### src/cqs_div.sv
// cqs_div: restoring divider, one quotient bit per cycle
// no dependencies
module cqs_div #(
   parameter int DIVIDEND_W = 22,
   parameter int DIVISOR_W  = 16
) (
   input  logic                  clock,
   input  logic                  reset,
   input  logic                  start,
   input  logic [DIVIDEND_W-1:0] dividend,
   input  logic [DIVISOR_W-1:0]  divisor,
   output logic                  done,
   output logic [DIVIDEND_W-1:0] quotient
);

   localparam int CNT_W = $clog2(DIVIDEND_W + 1);

   logic                  run_ff, run_in;
   logic                  done_ff, done_in;
   logic [CNT_W-1:0]      cnt_ff, cnt_in;
   logic [DIVISOR_W-1:0]  rem_ff, rem_in;
   logic [DIVIDEND_W-1:0] quo_ff, quo_in;
   logic [DIVISOR_W-1:0]  div_ff, div_in;
   logic [DIVISOR_W:0]    trial;

   // one shift-and-subtract step
   always_comb begin
      run_in  = run_ff;
      done_in = 1'b0;
      cnt_in  = cnt_ff;
      rem_in  = rem_ff;
      quo_in  = quo_ff;
      div_in  = div_ff;
      trial   = {rem_ff, quo_ff[DIVIDEND_W-1]};
      if (start) begin
         run_in = 1'b1;
         cnt_in = CNT_W'(DIVIDEND_W);
         rem_in = '0;
         quo_in = dividend;
         div_in = divisor;
      end else if (run_ff) begin
         if (trial >= {1'b0, div_ff}) begin
            rem_in = DIVISOR_W'(trial - {1'b0, div_ff});
            quo_in = {quo_ff[DIVIDEND_W-2:0], 1'b1};
         end else begin
            rem_in = trial[DIVISOR_W-1:0];
            quo_in = {quo_ff[DIVIDEND_W-2:0], 1'b0};
         end
         cnt_in = cnt_ff - CNT_W'(1);
         if (cnt_ff == CNT_W'(1)) begin
            run_in  = 1'b0;
            done_in = 1'b1;
         end
      end
   end

   // control registers
   always_ff @(posedge clock) begin
      if (reset) begin
         run_ff  <= 1'b0;
         done_ff <= 1'b0;
         cnt_ff  <= '0;
      end else begin
         run_ff  <= run_in;
         done_ff <= done_in;
         cnt_ff  <= cnt_in;
      end
   end

   // datapath registers
   always_ff @(posedge clock) begin
      rem_ff <= rem_in;
      quo_ff <= quo_in;
      div_ff <= div_in;
   end

   assign done     = done_ff;
   assign quotient = quo_ff;

endmodule

### config.mk
export PLATFORM = sky130hd
export DESIGN_NAME = cqs_div
export DESIGN_NICKNAME = d
export VERILOG_FILES = /design/src/cqs_div.sv
export SDC_FILE = /design/constraint.sdc
export NUM_CORES = 1
export LEC_CHECK = 0
export BUFFER_PORTS_ARGS = -buffer_cell sky130_fd_sc_hd__buf_2
export CAP_MARGIN = 0
export CORE_UTILIZATION = 50
export DETAILED_ROUTE_END_ITERATION = 16
export PLACE_DENSITY = 0.81
export RECOVER_POWER = 100
export SLEW_MARGIN = 20
export SYNTH_ARGS = -nofsm -noshare
export SYNTH_HDL_FRONTEND = slang
export SYNTH_SLANG_ARGS = --single-unit
### constraint.sdc
create_clock -name clock -period 2.05 [get_ports clock]
set_input_delay 0.1025 -clock clock [delete_from_list [all_inputs] [get_ports clock]]
set_output_delay 0.1025 -clock clock [all_outputs]
set_load 0.01 [all_outputs]
# ---- Word level (Yosys, flattened, before mapping)
# Index checks and enable logic that the tools add are counted.
dict set report word_totals {
  register_bits 61
  latch_bits 0
  ramBits 0
  mem_bits_ro 0
  mem_count 0
}
dict set report classes {
  add_sub_neg 2
  n_mul 0
  div_mod_pow 0
  n_lt_le_gt_ge 1
  eq_ne 1
  n_shift 0
  mux 10
  n_bitwise 1
  n_reduce_logical 3
}
# operator n
set ops {}
lappend ops {{two-way mux 22 bit} 2}
lappend ops {{>= comparator 17 x 16 -> 1 bit} 1}
lappend ops {{two-way mux 16 bit} 1}
lappend ops {{subtractor 16 bit} 1}
lappend ops {{two-way mux 5 bit} 2}
lappend ops {{== test 5 x 1 -> 1 bit (second input constant)} 1}
lappend ops {{two-way mux 1 bit} 5}
lappend ops {{subtractor 5 x 1 -> 5 bit (second input constant)} 1}
lappend ops {{OR reduction 3 bit} 1}
lappend ops {{nonzero test 2 bit} 1}
lappend ops {{OR reduction 2 bit} 1}
lappend ops {{NOT 1 bit} 1}

# ---- Depth between registers and ports, before layout
dict set report depth {
  depth_word 4
  depth_mapped 11
  mapped_depth_nobuf 10
}

# ---- Least setup slack after synthesis
# No wires, ideal clock.
dict set report synth_path {
  path_kind {reg2reg}
  startpoint {register div_ff[1]}
  endpoint {register quo_ff[0] (netlist: quotient[0]) (data pin)}
  setup_time_ps 260
  arrival_time_ps 2003
  required_time_ps 1790
  slack_ps -213
  stages_incl_launch_ff 11
  n_path_buf 2
  path_cell_list {edfxtp_1 inv_1 ha_1 nor2b_4 o2111a_1 o21ai_1 a22o_1 a31oi_2 buf_6 buf_12 mux2_2}
}
dict set report synth_via {
  elab_chain_len 4
}
# item line_no
set synth_rtl {}
lappend synth_rtl {{from (decl)} 23} ;# logic [DIVISOR_W-1:0] div_ff, div_in;
lappend synth_rtl {{from (signal assigned)} 74} ;# div_ff <= div_in;
lappend synth_rtl {{>= comparator 17 x 16 -> 1 bit} 42} ;# if (trial >= {1'b0, div_ff}) begin
lappend synth_rtl {{two-way mux 1 bit} 42}
lappend synth_rtl {{two-way mux 22 bit} 41} ;# end else if (run_ff) begin
lappend synth_rtl {{two-way mux 22 bit} 35} ;# if (start) begin
lappend synth_rtl {{via quo_in[0]} 22} ;# logic [DIVIDEND_W-1:0] quo_ff, quo_in;
lappend synth_rtl {{to (signal assigned)} 73} ;# quo_ff <= quo_in;
lappend synth_rtl {{to (decl)} 22}
# The timed path passes the listed nets, and every way through them passes these cells. The select of a mux whose other input is x is not followed.
# A chain may end at the register's enable or synchronous reset.

# ---- Worst setup path after layout
dict set report layout_path {
  startpoint {register div_ff[4]}
  endpoint {register rem_ff[0]}
}
dict set report layout_via {
  elab_chain_len 2
}
# item line_no
set layout_rtl {}
lappend layout_rtl {{>= comparator 17 x 16 -> 1 bit} 42}
lappend layout_rtl {{two-way mux 16 bit} 42}
lappend layout_rtl {{to (signal assigned)} 72} ;# rem_ff <= rem_in;
lappend layout_rtl {{to (decl)} 21} ;# logic [DIVISOR_W-1:0] rem_ff, rem_in;
# No other way between the ends.

==> flow_summary.toml <==
[sta]
worst_slew_pin_slew_ns = 0.841
clock_skew_ns = 0.00982
fin_ws_ns = -0.352
finalCritPeriodShare_pct = 117
setup_viol = 17
finalHoldViolations = 0
setup_tns_ns = -4.21
finalCriticalPeriod_ns = 2.40
finalMaxSlewViolations = 0
max_freq_mhz = 416
rsz0062_at_grt = "yes"
slew_headroom_pct = 44.0

[yosys]
syn-num-nets = 370
synth_area_um2 = 3370
ys_top_cells_by_area = "edfxtp_1 (34%), dfxtp_1 (14%), mux2_2 (7.4%)"
synthArstFlopShare_pct = 0
synth-edff-count = 38
yosys_warnings = 0
yosysTopAreaCell = "edfxtp_1"
synth_cells = 310
seq_area_frac_synth_pct = 47.5
synth-seq-cells = 61
synth_ff_type = "edfxtp_1"
yosys.area.top_type_share_pct = 33.9
synth_cell_type_count = 53
synth_area_per_cell_um2 = 10.9

[routing]
drt_first_iter_violations = 233
vias = 3046
detail-route-antenna-nets = 0
drt_pre_antenna_iters = 11
routed_wl_um = 9380
drc = 2
vias_per_cell = 5.69
wl_per_cell_um = 17.5

[place]
dp.cells = 490
portBuffers = 63
place_hpwl_um = 5530
place.gp.congestion = 0.827
placed_area_um2 = 4110

[critical_path]
r2r-start = "div_ff[4]$_DFFE_PP_"
worstSetupEndpointType = "flop"
r2r_slack_ns = -0.35
path_max_fanout = 6
path_cells = "inv_1 -> ha_1 -> a21oi_1 -> nand2_1 -> o21ai_2 -> a22o_4 -> buf_4 -> a31o_4 -> mux2i_2 -> a22o_1"
crit_slowest_cell = "edfxtp_1"
worst_ep_arrival_time_ns = 2.68
reg2reg_depth = 10
start_kind = "flop"
path_class = "reg -> reg"
crit_buf_inv = 2
worstSetupStartpoint = "div_ff[4]$_DFFE_PP_"
cpPeakStageDelay_ns = 0.40
cp_data_required_time_ns = 2.33
crit_family = "compound AO/OA/AOI/OAI gates"
worstReg2RegEnd = "rem_ff[0]$_SDFFE_PP0P_"

[final_layout]
fill_cells = 404
final_cells = 535
final_area_um2 = 4720
nNetsFinal = 513
areaGrowthSynthToFinish_pct = 40.1
post-route-util_pct = 73.5
drive_gt1_share_pct = 38.4
n_antenna_cell = 0

[clock_tree]
htreeDepth = 3
cts_buffer_depth = 2
worstSkewPairLatency_ns = 0.35
tritoncts = "done"
clock_sink_count = 61
clkTransAtPathRegs_ns = 0.08
cts_root_buf = "clkbuf_8"
cts_made_buffers = 9

[die]
start_util_pct = 52.4
core_um2 = 6420
die_area_um2 = 7070
rows = 29
die_w_um = 84.1
die_y_um = 84.1
io_pins = 64

[pwr]
pwr-share-seq_pct = 41.8
swShare_pct = 26.5
p_comb_share_pct = 19.9
power_w = 0.00350
switchingPower_w = 0.000927
p_leak_nw = 1.95
p_int_w = 0.00257
p_clk_share_pct = 38.3
power_density_nw_per_um2 = 741
vdd_drop_max_mv = 0.806

[job]
cap_violations = 0

[global_route]
gr-total-overflow = 0
grt_use_total_pct = 26.3
grt_pass1_wl_um = 14200
grt_max_degree = 23
antenna_found_initial = 0
grt_pass1_vias = 3030

[hold_path]
hold_start = "dividend[10]"
hold_depth = 2
hold_path.class = "in -> reg"
whs_endpoint = "quotient[10]$_DFFE_PP_"

[run_status]
status = "complete, but fails checks"
violations = "DRC, setup timing"
-- cells in the mapped netlist, types with 2 or more instances --
master / instances
nand4_1: 2
nor2_1: 32
inv_1: 21
nor2b_1: 3
nand3b_1: 2
nand2b_1: 5
nand2_1: 19
nand3_1: 3
o21ai_1: 4
a21oi_1: 12
ha_1: 18
nor3b_1: 3
nor4b_1: 2
clkbuf_1: 8
o21bai_1: 2
o21a_1: 4
nand2_2: 4
edfxtp_1: 38
nor3_1: 5
a22o_1: 4
a211oi_2: 2
o211ai_1: 4
a311oi_2: 2
a211oi_1: 4
xor2_1: 3
mux2i_1: 14
mux2_2: 22
dfxtp_1: 23
o21ai_0: 13
xnor2_1: 9
-- worst max path at each step --
| stage | slack (ns) | cells past startpoint | end |
|---|---|---|---|
| 2_1_floorplan | -0.20 | 10 | quotient[0]$_DFFE_PP_ |
| 3_3_place_gp | -0.19 | 10 | rem_ff[12]$_SDFFE_PP0P_ |
| 3_5_place_dp | -0.30 | 10 | rem_ff[5]$_SDFFE_PP0P_ |
| 4_1_cts | -0.26 | 9 | quotient[0]$_DFFE_PP_ |
| 5_1_grt | -0.39 | 9 | rem_ff[12]$_SDFFE_PP0P_ |
| 6_report | -0.35 | 10 | rem_ff[0]$_SDFFE_PP0P_ |
-- final cells by class --
type	count	area, µm²	share of cell area [%]
Multi-Input combinational cell	218	1770	37.5
Sequential cell	61	1600	34.0
Timing Repair Buffer	142	927	19.6
Clock buffer	9	124	2.63
Clock inverter	7	120	2.55
Tap cell	77	96.3	2.04
Inverter	21	78.8	1.67
-- stage by stage --
step,hold WS (ns),worst slack [ns]
5_1_grt,0.0396,-0.394
3_3_place_gp,0.279,-0.188
6_report,0.0447,-0.352
4_1_cts,0.0362,-0.258
2_1_floorplan,0.175,-0.198
3_5_place_dp,0.281,-0.296
-- worst register-to-register path, delay by kind of cell (launching register included) --
kind | cells | cell delay [ns]
muxes | 1 | 0.27
DFF | 1 | 0.40
buffers and inverters | 2 | 0.20
and+or+nand+nor | 1 | 0.14
AOI/OAI and AO/OA | 5 | 1.02
adders and majority gates | 1 | 0.30
-- cells in the final DEF (no fill, tap or decap), types with 5 or more instances in the layout --
cell	synthesis	final
inv_1	21	19
dlygate4sd3_1	0	17
buf_2	0	40
edfxtp_1	38	38
ha_1	18	15
nor3_1	5	5
a21oi_1	12	8
clkbuf_8	0	9
xnor2_1	9	9
nand2_1	19	19
clkbuf_1	8	24
mux2_2	22	22
mux2i_1	14	10
dfxtp_1	23	22
buf_4	0	54
nor2_1	32	32
o21ai_0	13	6
o21ai_1	4	8
-- per-layer routing --
layer,track usage (%),vias up,wire [µm]
met5,0,-,0
met4,14.7,0,399
met3,7.81,44,715
met2,44.9,166,4620
met1,29.4,1423,3640
li1,-,1413,-
-- power groups by stage --
stage               Clock (W)  Sequential [W]  Combinational (W)
finish                0.00134         0.00146           0.000697
detailed placement          0         0.00148           0.000596
global placement            0         0.00147           0.000577
CTS                   0.00135         0.00146           0.000661
global route          0.00140         0.00147           0.000752
floorplan                   0         0.00150           0.000334
-- flip-flops by register name (all words and copies together) (netlist names) --
name	count
div_ff	16
quotient	22
rem_ff	16
done	1
run_ff	1
cnt_ff	5
-- repair_timing --
action | 4_1_cts | 5_1_grt
endpoints found under the setup margin | 17 | 17
pin swaps | 23 | 16
cloned | 1 | 0
buffers inserted | 3 | 8
resized for setup | 25 | 16
hold buffers | 17 | 0
hold endpoints to repair | 21 | 0
-- cell families after synthesis --
group,after synthesis,synth area share [%]
xor gates and xnor gates,12,3.12
DFF,61,47.5
muxes,36,11.5
and+or+nand+nor,89,13.3
adders and majority gates,19,7.28
AOI/OAI and AO/OA,62,13.0
buffers and inverters,31,4.16
No activity file was read; power rests on OpenSTA's default activity.
