## src/cqs_ram.sv

```systemverilog
// cqs_ram: generic single-port-write, registered-read RAM
// no dependencies
module cqs_ram #(
   parameter int WIDTH = 8,
   parameter int DEPTH = 16
) (
   input  logic                     clock,
   input  logic                     wr_en,
   input  logic [$clog2(DEPTH > 1 ? DEPTH : 2)-1:0] wr_addr,
   input  logic [WIDTH-1:0]         wr_data,
   input  logic                     rd_en,
   input  logic [$clog2(DEPTH > 1 ? DEPTH : 2)-1:0] rd_addr,
   output logic [WIDTH-1:0]         rd_data
);

   logic [WIDTH-1:0] mem_ff [DEPTH];
   logic [WIDTH-1:0] rd_data_ff;

   // write port
   always_ff @(posedge clock) begin
      if (wr_en) begin
         mem_ff[wr_addr] <= wr_data;
      end
   end

   // registered read port
   always_ff @(posedge clock) begin
      if (rd_en) begin
         rd_data_ff <= mem_ff[rd_addr];
      end
   end

   assign rd_data = rd_data_ff;

endmodule

```

## config.mk

```make
export PLATFORM = sky130hd
export DESIGN_NAME = cqs_ram
export DESIGN_NICKNAME = d
export VERILOG_FILES = /design/src/cqs_ram.sv
export SDC_FILE = /design/constraint.sdc
export NUM_CORES = 1
export LEC_CHECK = 0
export BUFFER_PORTS_ARGS = -buffer_cell sky130_fd_sc_hd__buf_2
export CAP_MARGIN = 20
export CORE_ASPECT_RATIO = 1.4
export CORE_MARGIN = 1.5
export CORE_UTILIZATION = 49
export CTS_CLUSTER_DIAMETER = 100
export CTS_CLUSTER_SIZE = 10
export DETAILED_ROUTE_END_ITERATION = 8
export PLACE_DENSITY = 0.79
export SYNTH_ARGS = -nofsm -noshare
export SYNTH_HDL_FRONTEND = slang
export SYNTH_SLANG_ARGS = --single-unit
```

## constraint.sdc

```tcl
create_clock -name clock -period 1.45 [get_ports clock]
set_input_delay 0.0725 -clock clock [delete_from_list [all_inputs] [get_ports clock]]
set_output_delay 0.0725 -clock clock [all_outputs]
set_load 0.005 [all_outputs]
```

**Word-level counts from Yosys, hierarchy flattened**

Memories as Yosys holds them, arrays and structs flattened. A register that Yosys moved wholly into a read port is not among the register bits.
Cells that the tools add are included.

- Muxes and demuxes: 2

Operators by type and width:

| kind | number |
|---|---|
| two-way mux 1 bit | 2 |

- Memory bits (writable): 128
- Input port bits: 19
- Memories kept: 1
- Register bits: 0

Memory list:

| memory | depth | bits a word | rd ports | clocked after memory_dff | write ports | line | text |
|---|---|---|---|---|---|---|---|
| mem_ff | 16 | 8 | 1 | 1 | 1 | 16 | `logic [WIDTH-1:0] mem_ff [DEPTH];` |

**Logic depth before layout (Yosys ltp)**

Gate-level depths: netlist of the first run.

- Depth in word-level cells: 2
- Gate-level depth with buffers: 5

**Least setup slack after synthesis of the first run**

No wires, ideal clock.

- Path kind: input -> register
- Start point: input wr_addr[2] (netlist bit)
- End point: memory mem_ff[0][0] (enable)
- Path slack: -0.115 ns
- Required time: 1.067 ns
- Library setup time: 0.383 ns
- Arrival time: 1.182 ns
- Stages: 2
- Buffers on the path: 0
- Cells stage by stage: or3b_2 > nor3_1

RTL lines:

| what | line | text |
|---|---|---|
| from (decl) | 9 | `input logic [$clog2(DEPTH > 1 ? DEPTH : 2)-1:0] wr_addr,` |
| to (decl) | 16 |  |

No word-level cell before the write port.

==> results of run 1 <==
[worst max-delay path, cell delays in order, from the launching register on]
cell	delay, ns
edfxtp_1	0.39
mux4_2	0.49
a22oi_2	0.21
nand2_1	0.09
[metal layers]
layer  track usage  up-vias  wire [um]
met5             0        -          0
met4        0.0859        0        259
met3        0.0584       19        453
met2         0.330       92       5330
met1         0.240     1321       4110
li1              -     1099          -
[metrics by stage]
stage	hold slack, ns	TNS, ns	instances
finish	0.0339	0	442
floorplan	0.171	0	229
CTS	0.0276	0	442
global placement	0.440	-0.756	410
global route	0.0330	-0.0393	442
detailed placement	0.460	-0.837	410
[flip-flops by register name, indices dropped and copies added, names as in the netlist]
register and count:
rd_data 8, mem_ff 128
[cells by family (layout without fill, tap and decap cells)]
group	count (synthesis)	in the layout	synth area share
buf+inv	10	85	0.0165
mux	32	32	0.148
simple gates	35	35	0.0314
compound gates	16	16	0.0230
flops	136	136	0.781
[worst paths after layout]
kind                            slack [ns]  cells past startpoint    endpoint
worst max register to register       0.005                      3  rd_data[2]
worst min-delay path                  0.03                      1  rd_data[4]
worst min register to register        0.76                      3  rd_data[0]
worst max-delay path                 0.005                      3  rd_data[2]
[layout make-up]
class	count	area share
flip-flops and latches	136	0.646
clock inverters	15	0.0329
repair buffers	53	0.0566
well taps	138	0.0273
clock buffers	17	0.0673
multi-input cells	83	0.170
[power groups by stage]
stage	registers [mW]	logic (mW)	clock network, mW
after floorplan	4.53	0.224	0
after global placement	4.53	0.393	0
after detailed placement	4.54	0.409	0
after CTS	4.46	0.424	4.59
after global routing	4.46	0.471	4.76
final	4.46	0.434	4.54
[timing repair]
action	4_1_cts	5_1_grt
hold buffers	0	0
gates resized for setup	7	13
pin swaps	2	4
setup endpoints to repair	5	7
buffers inserted	0	0
[placed cells by master, fill, tap and decap left out]
cell / netlist / layout
clkinv_1: 0 / 2
nor3_1: 4 / 3
mux4_2: 18 / 28
a22oi_2: 0 / 10
nor3_2: 0 / 1
nor2_1: 13 / 13
clkinv_2: 0 / 5
nor2b_1: 1 / 1
buf_2: 3 / 26
nand3b_1: 2 / 2
buf_4: 1 / 25
nand2b_1: 2 / 2
buf_12: 0 / 2
and2b_1: 1 / 1
clkbuf_16: 0 / 17
clkinv_4: 0 / 2
or3b_2: 1 / 1
and2_1: 1 / 1
a22oi_1: 16 / 6
bufinv_16: 0 / 5
nand3_1: 1 / 1
mux4_1: 14 / 4
edfxtp_1: 136 / 136
clkinvlp_4: 0 / 1
nand2_1: 9 / 9
==> flow_summary.json, run 1 <==
{
  "setup.worst_path.start_class": "flip-flop",
  "clock_latency_ns": 0.41,
  "register_area_um2": 4080,
  "r2r_start": "mem_ff[2][2]",
  "startpoint": "mem_ff[2][2]",
  "yosys.area.top_type_share": 0.781,
  "worst_pin_slew_ns": 0.478,
  "syn_avg_cell_area_um2": 22.8,
  "synth-edff-count": 136,
  "syn_to_final_growth_pct": 20.9,
  "finalPower_mw": 9.44,
  "ys_top_cells_by_area": "edfxtp_1 (78%), mux4_2 (7.8%), mux4_1 (7.0%), a22oi_1 (2.3%), nor2_1 (0.93%)",
  "clock-sinks": 136,
  "cp.required_ns": 1.61,
  "holdCritStartpoint": "rd_en",
  "grt_usage": 0.198,
  "drtIter0Drc": 274,
  "cts_tree": "built",
  "coreArea_um2": 10400,
  "endpoint_kind": "flip-flop",
  "p_per_area_nw_per_um2": 1490,
  "sw_frac_of_total": 0.190,
  "syn_inst": 229,
  "dp_worst_setup_slack_ns": -0.180,
  "multiInputGateArea_um2": 1070,
  "drc_errors": 0,
  "synthDistinctLibCells": 18,
  "period_share": 0.996,
  "die_w_um": 90.3,
  "num_io_pins": 27,
  "finalCriticalPeriod_ns": 1.44,
  "ir_drop_uv": 1150,
  "cts_buffers": 17,
  "fin_worst_skew_ns": 0.00435,
  "rsz0062_at_grt": "yes",
  "fp-row-count": 44,
  "dpl-instance-area_um2": 5680,
  "drive_above_1_share": 0.405,
  "drt-total-wl_mm": 10.2,
  "hold_viol": 0,
  "gp_congestion": 0.820,
  "yosys.cell_count.top_type": "edfxtp_1",
  "clock.fmax_mhz": 692,
  "switching_power_mw": 1.79,
  "yosysTopAreaCell": "edfxtp_1",
  "drtAntennaViolNets": 0,
  "path_max_fanout": 1,
  "grt_max_degree": 24,
  "grt_pass1_wl_mm": 15.9,
  "yosysSeqAreaShare": 0.781,
  "grt_pass1_vias": 2712,
  "clockPowerShare": 0.482,
  "worstHoldPathType": "input port to flip-flop",
  "synthFlopType": "edfxtp_1",
  "die_h_um": 125,
  "cts_root_buffer": "clkbuf_16",
  "via_count": 2531,
  "cts_max_path_buffers": 2,
  "total_leakage_power_nw": 2.14,
  "syn_nets": 248,
  "run_status": "finished, final reports clean",
  "antenna_cells": 0,
  "seq_power_share": 0.472,
  "finalSetupViolCount": 0,
  "intPower_mw": 7.65,
  "initial_core_util": 0.502,
  "dr.pass1.iters": 4,
  "portBuffers": 26,
  "crit_type": "flip-flop to flip-flop",
  "async_flop_share": 0,
  "arrival_ns": 1.61,
  "clk_pin_slew_worst_paths_ns": 0.06,
  "antenna_found_initial": 0,
  "h-tree-depth": 4,
  "final_area_um2": 6320,
  "synth-seq-cells": 136,
  "vias_per_cell": 5.73,
  "final_nets": 310,
  "gr-total-overflow": 0,
  "synth_commonest_cells": "edfxtp_1 (136), mux4_2 (18), a22oi_1 (16)",
  "die_area_um2": 11300,
  "drv_cap": 0,
  "fin_util": 0.608,
  "detail_route.wl_per_cell_um": 23.0,
  "relSlewSlack": 0.681,
  "n_fill_cell": 717,
  "setup_slack_ns": 0.00508,
  "synth_area_um2": 5230,
  "slew_viol_final": 0,
  "hpwl_mm": 6.35,
  "comb_power_share": 0.046,
  "synth_warnings": 0
}
No activity file was read; power rests on OpenSTA's default activity.
==> run 2: changes to the inputs <==
Settings changed: REMOVE_ABC_BUFFERS set to 1, TNS_END_PERCENT set to 30.
==> flow_summary.json, run 2 (same netlist as run 1, synthesis figures left out) <==
{
  "grt_pass1_wl_mm": 16.7,
  "finalPower_mw": 9.26,
  "dpl.cell_count": 416,
  "finalCriticalPeriod_ns": 1.43,
  "fin_util": 0.609,
  "gr-total-overflow": 0,
  "antenna_cells": 0,
  "clock_latency_ns": 0.41,
  "arrival_ns": 1.60,
  "syn_to_final_growth_pct": 21.3,
  "finalSetupViolCount": 0,
  "final_nets": 316,
  "crit_chain": "mux4_1 -> a22oi_2 -> nand2_1",
  "layout_common_cells": "edfxtp_1 (136), buf_4 (30), buf_2 (26)",
  "top_register": "mem_ff",
  "via_count": 2607,
  "critPathSlowestCell": "mux4_1",
  "drv_cap": 0,
  "post_cts_buffers": 0,
  "initial_core_util": 0.502,
  "worst_pin_slew_ns": 0.505,
  "slew_viol_final": 0,
  "path_max_fanout": 1,
  "num_io_pins": 27,
  "clock-sinks": 136,
  "gp_congestion": 0.798,
  "p_per_area_nw_per_um2": 1460,
  "die_w_um": 90.3,
  "total_leakage_power_nw": 2.16,
  "startpoint": "mem_ff[0][3]",
  "fin_worst_skew_ns": 0.00578,
  "vias_per_cell": 5.83,
  "finalSetupTns_ns": 0,
  "clk_pin_slew_worst_paths_ns": 0.06,
  "h-tree-depth": 4,
  "drtIter0Drc": 266,
  "die_h_um": 125,
  "fp-row-count": 44,
  "grt_max_degree": 17,
  "ir_drop_uv": 1190,
  "endpoint": "rd_data[3]",
  "endpoint_kind": "flip-flop",
  "coreArea_um2": 10400,
  "reg2regPathDepth": 3,
  "relSlewSlack": 0.663,
  "drtAntennaViolNets": 0,
  "portBuffers": 26,
  "period_share": 0.988,
  "die_area_um2": 11300,
  "hpwl_mm": 6.90,
  "cts_buffers": 17,
  "drive_above_1_share": 0.388,
  "highest_layer": "met4",
  "crit_type": "flip-flop to flip-flop",
  "cp.required_ns": 1.62,
  "layout.cells.non_filler": 447,
  "drc_errors": 0,
  "detail_route.wl_per_cell_um": 24.4,
  "dr_wl_met3_um": 626,
  "setup.worst_path.start_class": "flip-flop",
  "cts_tree": "built",
  "wl_met2_mm": 5.91,
  "wl_met1_mm": 4.09,
  "dp_worst_setup_slack_ns": -0.264,
  "cts_root_buffer": "clkbuf_16",
  "drt-total-wl_mm": 10.9,
  "largest_reg_flops": 128,
  "max_stage_delay_ns": 0.53,
  "r2r-end": "rd_data[3]",
  "worstHoldPathType": "input port to flip-flop",
  "grt_pass1_vias": 2728,
  "r2r_start": "mem_ff[0][3]",
  "dr.pass1.iters": 4,
  "antenna_found_initial": 0,
  "hold_viol": 0,
  "rrSetupSlack_ns": 0.02,
  "setup_slack_ns": 0.0176,
  "rsz0062_at_grt": "yes",
  "cts_max_path_buffers": 2,
  "run_status": "finished, final reports clean",
  "grt_usage": 0.210,
  "layout_commonest_cell": "edfxtp_1",
  "clock.fmax_mhz": 698
}
==> run 2: layout make-up <==
class,instances,area [um^2]
fill,693,4070
sequential,136,4080
tap,138,173
clock buffer,20,437
timing repair buffer,59,415
clock inverter,11,155
multi-input combinational,83,1080
==> run 2: critical path: cells and delay by family, from the launching register on <==
kind / cells / cell delay (ns)
and+or+nand+nor: 1 / 0.07
muxes: 1 / 0.53
AOI/OAI and AO/OA: 1 / 0.21
DFF: 1 / 0.37
==> run 2: layer usage <==
metal | up-vias | global-route usage
met3 | 22 | 0.0590
met1 | 1352 | 0.257
met4 | 0 | 0.0700
met2 | 122 | 0.361
met5 | - | 0
li1 | 1111 | -
==> run 2: what timing repair did <==
| item | in CTS | in global routing |
|---|---|---|
| pin swaps | 2 | 3 |
| endpoints found under the setup margin | 6 | 6 |
| hold buffers | 0 | 0 |
| resized for setup | 10 | 6 |
==> run 2: worst min path at each step <==
stage	start	end	depth (start not counted)
after global placement	wr_data[1]	mem_ff[5][1]	1
after floorplan	wr_data[0]	mem_ff[0][0]	0
final	rd_en	rd_data[5]	1
after detailed placement	rd_en	rd_data[5]	1
after global routing	rd_en	rd_data[5]	1
after CTS	rd_en	rd_data[6]	1
==> run 2: metrics by stage <==
| stage | hold slack (ns) | instance area, um^2 |
|---|---|---|
| finish | 0.0382 | 6340 |
| floorplan | 0.171 | 5140 |
| global placement | 0.460 | 5730 |
| global route | 0.0353 | 6340 |
| CTS | 0.0238 | 6330 |
| detailed placement | 0.460 | 5730 |
==> run 2: power by group <==
part,switching [mW],internal [mW]
Sequential,0.0269,4.43
Clock,1.50,2.84
Combinational,0.250,0.206
Total,1.78,7.48
==> run 3: changes to the inputs <==
Settings changed: RECOVER_POWER set to 50.
==> flow_summary.json, run 3 (same netlist as run 1, synthesis figures left out) <==
{
  "wl_met1_mm": 4.05,
  "detail_route.wl_per_cell_um": 24.4,
  "crit_type": "flip-flop to flip-flop",
  "coreArea_um2": 10400,
  "clock-sinks": 136,
  "cts_tree": "built",
  "antenna_found_initial": 0,
  "clock_latency_ns": 0.42,
  "drt-total-wl_mm": 10.9,
  "hold_viol": 0,
  "crit_chain": "mux4_1 -> a22oi_2 -> nand2_1",
  "hold_ws_ns": 0.148,
  "layout.cells.non_filler": 447,
  "drtAntennaViolNets": 0,
  "die_area_um2": 11300,
  "critPathSlowestCell": "mux4_1",
  "portBuffers": 26,
  "grt_pass1_vias": 2728,
  "grt_pass1_wl_mm": 16.7,
  "worstHoldPathType": "input port to flip-flop",
  "fp-row-count": 44,
  "drtIter0Drc": 261,
  "cts_hold_buf": 0,
  "finalSetupViolCount": 0,
  "relSlewSlack": 0.537,
  "r2r-end": "rd_data[3]",
  "period_share": 0.988,
  "cp.buffers_inverters": 0,
  "holdPathStages": 3,
  "cp.required_ns": 1.61,
  "initial_core_util": 0.502,
  "p_per_area_nw_per_um2": 1460,
  "ir_drop_uv": 1200,
  "r2r_start": "mem_ff[0][3]",
  "cts_buffers": 17,
  "layout_commonest_cell": "edfxtp_1",
  "holdCritStartpoint": "wr_addr[3]",
  "path_delay_family": "multiplexers",
  "gp_congestion": 0.798,
  "die_w_um": 90.3,
  "gr-total-overflow": 0,
  "arrival_ns": 1.60,
  "top_register": "mem_ff",
  "antenna_cells": 0,
  "layout_common_cells": "edfxtp_1 (136), buf_4 (29), mux4_2 (25)",
  "clk_pin_slew_worst_paths_ns": 0.06,
  "worst_pin_slew_ns": 0.695,
  "vias_per_cell": 5.85,
  "fin_worst_skew_ns": 0.00552,
  "dr.pass1.iters": 4,
  "finalPower_mw": 9.25,
  "path_max_fanout": 1,
  "num_io_pins": 27,
  "drc_errors": 0,
  "cts_max_path_buffers": 2,
  "endpoint_kind": "flip-flop",
  "grt_max_degree": 17,
  "dr_wl_met3_um": 669,
  "final_nets": 316,
  "max_stage_delay_ns": 0.53,
  "drv_cap": 0,
  "h-tree-depth": 4,
  "whs_endpoint": "mem_ff[1][5]",
  "rsz0062_at_grt": "yes",
  "hpwl_mm": 6.90,
  "reg2regPathDepth": 3,
  "n_fill_cell": 703,
  "syn_to_final_growth_pct": 21.0,
  "drive_above_1_share": 0.356,
  "cts_root_buffer": "clkbuf_16",
  "wl_met2_mm": 5.91,
  "run_status": "finished, final reports clean",
  "via_count": 2615,
  "die_h_um": 125,
  "dpl.cell_count": 416,
  "highest_layer": "met4",
  "slew_viol_final": 0,
  "rrSetupSlack_ns": 0.02,
  "grt_usage": 0.210,
  "finalCriticalPeriod_ns": 1.43,
  "clock.fmax_mhz": 698,
  "setup.worst_path.start_class": "flip-flop",
  "largest_reg_flops": 128,
  "total_leakage_power_nw": 2.13
}
run 3: cell count changes in the layout (fill, tap and decap cells not counted):
| cell | before | now |
|---|---|---|
| buf_2 | 26 | 17 |
| clkbuf_1 | 3 | 13 |
| buf_4 | 30 | 29 |
run 3: worst max-delay path by stage:
stage / start / end / slack [ns] / depth (start not counted)
floorplan: wr_addr[2] / mem_ff[0][0] / -0.12 / 2
global placement: rd_addr[0] / rd_data[0] / -0.21 / 5
detailed placement: rd_addr[0] / rd_data[0] / -0.26 / 5
CTS: mem_ff[0][2] / rd_data[2] / -0.03 / 3
global route: mem_ff[3][0] / rd_data[0] / -0.04 / 3
finish: mem_ff[0][3] / rd_data[3] / 0.02 / 3
run 3: routing by layer:
| layer | vias up | track usage |
|---|---|---|
| met2 | 128 | 0.361 |
| li1 | 1113 | - |
| met5 | - | 0 |
| met4 | 0 | 0.0700 |
| met3 | 22 | 0.0590 |
| met1 | 1352 | 0.257 |
run 3: timing repair:
action | in CTS | in global routing
endpoints found under the setup margin | 6 | 6
setup buffers | 0 | 0
pin swaps | 2 | 3
resized for setup | 10 | 6
run 3: area by class of cell:
type | instances | area (um^2) | area share
clock buffer | 20 | 437 | 0.0690
clock inverter | 11 | 155 | 0.0245
multi-input combinational | 83 | 1080 | 0.170
sequential | 136 | 4080 | 0.646
tap | 138 | 173 | 0.0273
timing repair buffer | 59 | 400 | 0.0633
run 3: tightest hold or removal path, delay by kind of cell:
family	cells	cell delay [ns]
buffers and inverters	1	0.10
AND/OR/NAND/NOR	2	0.22
run 3: report_power, final:
| group | internal [mW] | switching (mW) | leakage [nW] |
|---|---|---|---|
| clock | 2.84 | 1.50 | 0.288 |
| combinational | 0.202 | 0.251 | 0.603 |
| sequential | 4.43 | 0.0266 | 1.24 |
| total | 7.47 | 1.78 | 2.13 |
run 3: through the flow:
step | setup TNS (ns) | util | setup WS (ns) | instance area (um^2)
global route | -0.0824 | 0.608 | -0.0355 | 6320
detailed placement | -1.44 | 0.551 | -0.264 | 5730
CTS | -0.0282 | 0.608 | -0.0282 | 6330
global placement | -1.24 | 0.551 | -0.210 | 5730
floorplan | -0.923 | - | -0.115 | 5140
finish | 0 | 0.608 | 0.0172 | 6320
